==> src/rtl/snow_cover_block_vote_unit_defines.svh <==
// Assertion macros shared by the snow cover vote RTL
`ifndef SNOW_COVER_BLOCK_VOTE_UNIT_DEFINES_SVH
`define SNOW_COVER_BLOCK_VOTE_UNIT_DEFINES_SVH

`ifndef SYNTHESIS

// same-cycle implication
`define SCBV_ASSERT_NOW(lbl, clk, rstn, ante, cons) \
    lbl: assert property (@(posedge clk) disable iff (!(rstn)) (ante) |-> (cons)) \
        else $error("scbv check failed");

// next-cycle implication
`define SCBV_ASSERT_NEXT(lbl, clk, rstn, ante, cons) \
    lbl: assert property (@(posedge clk) disable iff (!(rstn)) (ante) |=> (cons)) \
        else $error("scbv check failed");

`else

`define SCBV_ASSERT_NOW(lbl, clk, rstn, ante, cons)
`define SCBV_ASSERT_NEXT(lbl, clk, rstn, ante, cons)

`endif

`endif

==> src/rtl/scbv_pkg.sv <==
// Shared constants, types and codes for the snow cover vote block
`default_nettype none

package scbv_pkg;

    localparam int GRID_MAX_WIDTH  = 64;
    localparam int GRID_MAX_LENGTH = 64;
    localparam int COUNT_BITS      = 24;
    localparam int POS_BITS        = 12;

    localparam int CELLS_MAX  = GRID_MAX_WIDTH * GRID_MAX_LENGTH;
    localparam int ADDR_BITS  = $clog2(CELLS_MAX);
    localparam int POS_LIMIT  = 1 << POS_BITS;

    // fixed field widths
    localparam int AGE_BITS    = 8;
    localparam int MAP_BITS    = 8;
    localparam int GRID_BITS   = 7;
    localparam int CELL_BITS   = 13;
    localparam int CLASS_BITS  = 2;
    localparam int INDEX_BITS  = 12;
    localparam int CFG_ADDR_BITS = 3;
    localparam int CFG_DATA_BITS = 24;
    localparam int S_DATA_BITS = 16;
    localparam int M_DATA_BITS = 16;

    // product and compare widths
    localparam int NCELL_BITS = 2 * GRID_BITS;
    localparam int CMP_BITS   = (POS_BITS + 1 > CELL_BITS) ? POS_BITS + 1 : CELL_BITS;

    localparam int MEM_BITS = 2 * COUNT_BITS;

    typedef enum logic [CFG_ADDR_BITS-1:0] {
        REG_MAX_AGE     = 3'd0,
        REG_AGE_OFFSET  = 3'd1,
        REG_GRID_WIDTH  = 3'd2,
        REG_GRID_LENGTH = 3'd3,
        REG_CELL_WIDTH  = 3'd4,
        REG_CELL_LENGTH = 3'd5,
        REG_MIN_SNOW    = 3'd6,
        REG_MIN_BARE    = 3'd7
    } cfg_idx_t;

    typedef enum logic [CLASS_BITS-1:0] {
        CLS_BARE   = 2'd0,
        CLS_SNOW   = 2'd1,
        CLS_NODATA = 2'd2
    } cell_class_t;

    localparam logic FUNC_PIXEL = 1'b0;
    localparam logic FUNC_FETCH = 1'b1;

    localparam logic [MAP_BITS-1:0] MAP_BARE = 8'd0;
    localparam logic [MAP_BITS-1:0] MAP_SNOW = 8'd1;

    // controller -> datapath
    typedef struct packed {
        logic accept;
        logic clear_step;
        logic mem_rd;
        logic commit;
    } cmd_t;

    // datapath -> controller
    typedef struct packed {
        logic clear_last;
        logic is_fetch;
        logic out_free;
    } sts_t;

endpackage

`default_nettype wire

==> src/rtl/scbv_ctrl.sv <==
// Sequencer: memory clear after reset, then accept / read / update per request
`default_nettype none

module scbv_ctrl (
    input  wire logic          aclk,
    input  wire logic          aresetn,
    input  wire logic          s_tvalid,
    output logic               s_tready,
    input  scbv_pkg::sts_t     sts,
    output scbv_pkg::cmd_t     cmd
);

    typedef enum logic [3:0] {
        ST_CLEAR = 4'b0001,
        ST_IDLE  = 4'b0010,
        ST_RD    = 4'b0100,
        ST_MOD   = 4'b1000
    } state_t;

    state_t state_reg, state_next;

    always_ff @(posedge aclk) begin
        if (!aresetn) begin
            state_reg <= ST_CLEAR;
        end else begin
            state_reg <= state_next;
        end
    end

    always_comb begin
        state_next     = state_reg;
        cmd.accept     = 1'b0;
        cmd.clear_step = 1'b0;
        cmd.mem_rd     = 1'b0;
        cmd.commit     = 1'b0;
        s_tready       = 1'b0;
        unique case (state_reg)
            ST_CLEAR: begin
                cmd.clear_step = 1'b1;
                if (sts.clear_last) state_next = ST_IDLE;
            end
            ST_IDLE: begin
                s_tready   = 1'b1;
                cmd.accept = s_tvalid;
                if (s_tvalid) state_next = ST_RD;
            end
            ST_RD: begin
                cmd.mem_rd = 1'b1;
                state_next = ST_MOD;
            end
            ST_MOD: begin
                // a fetch waits here until the output register can take it
                if (!sts.is_fetch || sts.out_free) begin
                    cmd.commit = 1'b1;
                    state_next = ST_IDLE;
                end
            end
            default: state_next = ST_CLEAR;
        endcase
    end

endmodule

`default_nettype wire

==> config.mk <==
export PLATFORM = sky130hd
export DESIGN_NAME = scbv_ctrl
export DESIGN_NICKNAME = d
export VERILOG_FILES = /design/src/rtl/snow_cover_block_vote_unit_defines.svh /design/src/rtl/scbv_pkg.sv /design/src/rtl/scbv_ctrl.sv
export SDC_FILE = /design/constraint.sdc
export NUM_CORES = 1
export LEC_CHECK = 0
export BUFFER_PORTS_ARGS = -buffer_cell sky130_fd_sc_hd__buf_4
export CAP_MARGIN = 20
export CELL_PAD_IN_SITES_DETAIL_PLACEMENT = 0
export CELL_PAD_IN_SITES_GLOBAL_PLACEMENT = 1
export CORE_AREA = 2 2 39 41
export DETAILED_ROUTE_END_ITERATION = 6
export DIE_AREA = 0 0 41 43
export PLACE_DENSITY_LB_ADDON = 0.15
export SLEW_MARGIN = 20
export SYNTH_ARGS = -nofsm -noshare
export SYNTH_HDL_FRONTEND = slang
export SYNTH_SLANG_ARGS = --single-unit
==> constraint.sdc <==
create_clock -name aclk -period 1.17 [get_ports aclk]
set_input_delay 0.234 -clock aclk [delete_from_list [all_inputs] [get_ports aclk]]
set_output_delay 0.234 -clock aclk [all_outputs]
set_load 0.05 [all_outputs]
==> Word-level counts from Yosys, hierarchy flattened <==
Cells that the tools add are included.
{ "op_classes": {"n_addsub": 0, "multipliers": 0, "n_div": 0, "n_lt_le_gt_ge": 0, "eq_ne": 7, "n_shift": 0, "mux": 10, "bitwise": 0, "reduce_logical": 3} }
{ "ops": {"columns": ["operator", "count"], "rows": [
  ["$pmux W4 S4", 1],
  ["$mux W4", 3],
  ["$mux W1", 6],
  ["$ne A2 B2 Y1 const B", 3],
  ["$eq A4 B1 Y1 const B", 1],
  ["$eq A4 B2 Y1 const B", 1],
  ["$eq A4 B3 Y1 const B", 1],
  ["$eq A4 B4 Y1 const B", 1],
  ["$reduce_and A3 Y1", 1],
  ["$logic_not A1 Y1", 1],
  ["$logic_or A1 B1 Y1", 1]
]} }
{ "word_totals": {"register_bits": 4, "latch_bits": 0, "ramBits": 0, "romBits": 0, "inputBits": 6, "out_inout_bits": 5, "mem_count": 0} }

==> Longest topological paths before layout <==
{ "depth": {"word_depth": 4, "mapped_depth": 4, "mapped_depth_nobuf": 3} }

==> Worst setup path after synthesis <==
OpenSTA, ideal clock, no wires.
{ "synth_path": {"path_kind": "register to output", "start": "register state_reg[3]", "end": "output cmd[3] (netlist bit)", "arrival_ns": 2.199, "required_ns": 0.936, "slack_ns": -1.263, "stages_incl_launch_ff": 4, "path_cell_list": "dfxtp_1 -> nand2b_4 -> nor3_1 -> and2_1"} }
{ "synth_rtl": {"columns": ["item", "line_no", "rtl"], "rows": [
  ["start: declaration", "scbv_ctrl.sv:20", "state_t state_reg, state_next;"],
  ["start signal: assignment", "scbv_ctrl.sv:26", "state_reg <= state_next;"],
  ["end: declaration", "scbv_ctrl.sv:10", "output scbv_pkg::cmd_t cmd"]
]} }

==> impl_summary.txt <==
----------------------------------------------------
[Outcome]
  Result of the run ... finished, violations left
  Violations in the final reports ... negative setup slack

[Min path]
  Endpoint of the worst hold-timing path ... state_reg[0]
  Worst hold start ... aresetn
  WHS Path Cells ... 2
  Class of the tightest hold or removal check ... input pin to flop

[CTS]
  Worst-skew pair later-pin latency ... 0.23 ns
  Sink count of the clock tree ... 4
  Number of buffers created by CTS ... 3
  Depth of the CTS H-tree ... 1
  Root cell of the clock tree ... clkbuf_4
  Clock-pin slew reported for the worst setup and hold paths after clock tree synthesis ... 0.03 ns
  Maximum number of buffers from clock root to sink ... 2
  TritonCTS clock tree ... built

[Final layout]
  Synth-to-Final Area Change ... 100%
  Final std cell area, no fill ... 561 µm²
  Number of standard cells in the layout, taps in and fillers out ... 63
  Fill cell count ... 147
  Net count reported at finish ... 55
  Number of diodes ... 0
  Max FFs per register ... 4
  Share of post-route cells with drive strength above 1 ... 80.9%

[Detailed routing]
  Final routed DRC violation total ... 0
  Initial DRC count ... 2
  Overall via count from detail_route ... 270
  Detail-routed via count per cell ... 4.29
  Total iterations of the first detailed-routing run ... 2
  Post-detailed-routing wire length ... 730 µm
  Number of nets with antenna violations after routing ... 0
  Average wire per cell in the routed design ... 11.6 µm

[Floorplanning]
  Die height ... 43 µm
  Num ports ... 11
  Die outline area ... 1760 µm²
  Placement row count ... 14
  Starting density of the core ... 20.3%
  Horizontal die dimension ... 41 µm
  Core outline area ... 1380 µm²

[Timing]
  Tcrit/Tclk final ... 122%
  Clock tree skew after final layout ... 0.0000536 ns
  Slew headroom ... 79.3%
  Minimum clock period after layout ... 1.42 ns
  Transition time at the pin with the least slew margin ... 0.309 ns
  Total of endpoints with negative setup slack in the final report ... 5
  Post-route setup TNS ... -1.06 ns
  Setup slack after layout ... -0.253 ns
  Setup repair after global routing missed its margin ... true
  Number of hold violations in the final report ... 0
  Fmax ... 703 MHz
  Hold_ws ... 0.224 ns
  Final max-slew violation count ... 0

[Place]
  Input/output buffers ... 10
  Placed Instances ... 59
  Detailed Place HPWL ... 565 µm
  Placed inst area ... 465 µm²
  Global placer's final weighted congestion ... 0.737

[Yosys]
  Register bit total from synthesis ... 4
  Post-Synthesis Cells ... 27
  Synthesized Nets ... 33
  Mean instance size in the synthesized netlist ... 10.4 µm²
  Combined area of all synthesized cells ... 280 µm²
  Post-synthesis sequential area ratio ... 28.6%
  YS warnings ... 0
  Distinct cells, synth ... 18

[GRT]
  Pin count of the biggest net entering global routing ... 5
  Initial antenna violation count ... 0
  Total gr overflow ... 0
  Total GRT Usage ... 9.73%
  Vias in the first global route ... 272
  Global-route wire length before repair ... 1.16 mm

[Run]
  Maxcap violations ... 0

[Critical path]
  Origin of the critical flop-to-flop path ... state_reg[3]
  Startpoint type of the worst setup path ... flop
  Worst Setup Path Type ... flop to output port
  Required time worst endpoint ... 0.94 ns
  Arrival time at the worst endpoint ... 1.19 ns
  Logic depth of the worst register-to-register path ... 4
  Setup slack, reg-to-reg ... 0.04 ns
  Endpoint class of the critical path ... output port
  Biggest fanout along the worst timing path ... 4
  Reg2Reg Capture Point ... state_reg[0]

[Power and ir drop]
  VDD IR max ... 0.000430 V
  Leak ... 0.225 nW
  Total power consumption of the routed design ... 477 µW
  Power density relative to cell area ... 852 nW/µm²

----------------------------------------------------
-- through the flow --
stage,setup WS [ns],util (%)
2_1_floorplan,-0.390,-
3_3_place_gp,-0.0665,33.6
3_5_place_dp,-0.0834,33.6
4_1_cts,-0.276,39.2
5_1_grt,-0.296,40.5
6_report,-0.253,40.5
-- report_power, final --
group / leakage (nW) / switching, mW / internal, mW / total [mW]
clock network: 0.0138 / 0.0469 / 0.114 / 0.161
logic: 0.177 / 0.0726 / 0.0848 / 0.157
registers: 0.0340 / 0.0139 / 0.145 / 0.159
total: 0.225 / 0.133 / 0.344 / 0.477
-- Yosys cell counts, drive strengths merged --
cell type / number / area, µm²
dfxtp: 4 / 80.1
nand2: 2 / 7.51
nor2: 1 / 3.75
buf: 2 / 15.0
inv: 2 / 7.51
nor4b: 2 / 47.6
o21a: 1 / 7.51
a31o: 1 / 8.76
and2: 1 / 6.26
and3: 2 / 12.5
nor4: 1 / 6.26
nor3: 1 / 5.00
nor2b: 1 / 6.26
a2111oi: 1 / 15.0
o221ai: 1 / 8.76
o211a: 1 / 10.0
a21oi: 1 / 5.00
nand2b: 2 / 27.5
-- final cells by class --
type	instances	area (µm²)	area share, %
well taps	16	20.0	3.57
clock buffers	3	22.5	4.02
inverters	2	7.51	1.34
multi-input cells	19	238	42.4
repair buffers	19	185	33.0
flip-flops and latches	4	87.6	15.6
-- cells by family after synthesis --
group	count (synthesis)	share of synthesized area (%)
buf+inv	4	8.04
compound gates	6	19.6
simple gates	13	43.8
flops	4	28.6
-- worst max path at each step --
stage,start,to,slack [ns]
after floorplan,state_reg[3],cmd[3],-0.39
after global placement,state_reg[2],cmd[0],-0.07
after detailed placement,state_reg[2],cmd[0],-0.08
after CTS,state_reg[2],cmd[0],-0.28
after global routing,state_reg[0],cmd[3],-0.30
final,state_reg[0],cmd[3],-0.25
-- cells in the final DEF (no fill, tap or decap), types with 2 or more instances in the layout --
cell      instances
buf_4            12
buf_6             4
clkbuf_4          3
dfxtp_2           3
nor4b_4           2
inv_1             2
nand2b_4          2
nand2_1           2
buf_8             2
-- worst max-delay path: stages, from the launching register on --
cell and delay (ns):
dfxtp_2 0.34, buf_6 0.13, nor3_4 0.18, and2_4 0.17, buf_8 0.14
-- timing repair --
| item | 4_1_cts | 5_1_grt |
|---|---|---|
| resized for setup | 14 | 2 |
| endpoints found under the setup margin | 6 | 7 |
| pin swaps | 3 | 2 |
| hold buffers | 0 | 0 |
| setup buffers | 1 | 0 |
-- routing by layer --
metal,track usage [%],vias up,share of wire [%]
met1,11.9,125,38
met5,0,-,0
met4,6.00,0,0
met2,14.1,4,60
li1,-,141,-
met3,3.14,0,2.5
(Power assumes the default switching activity.)
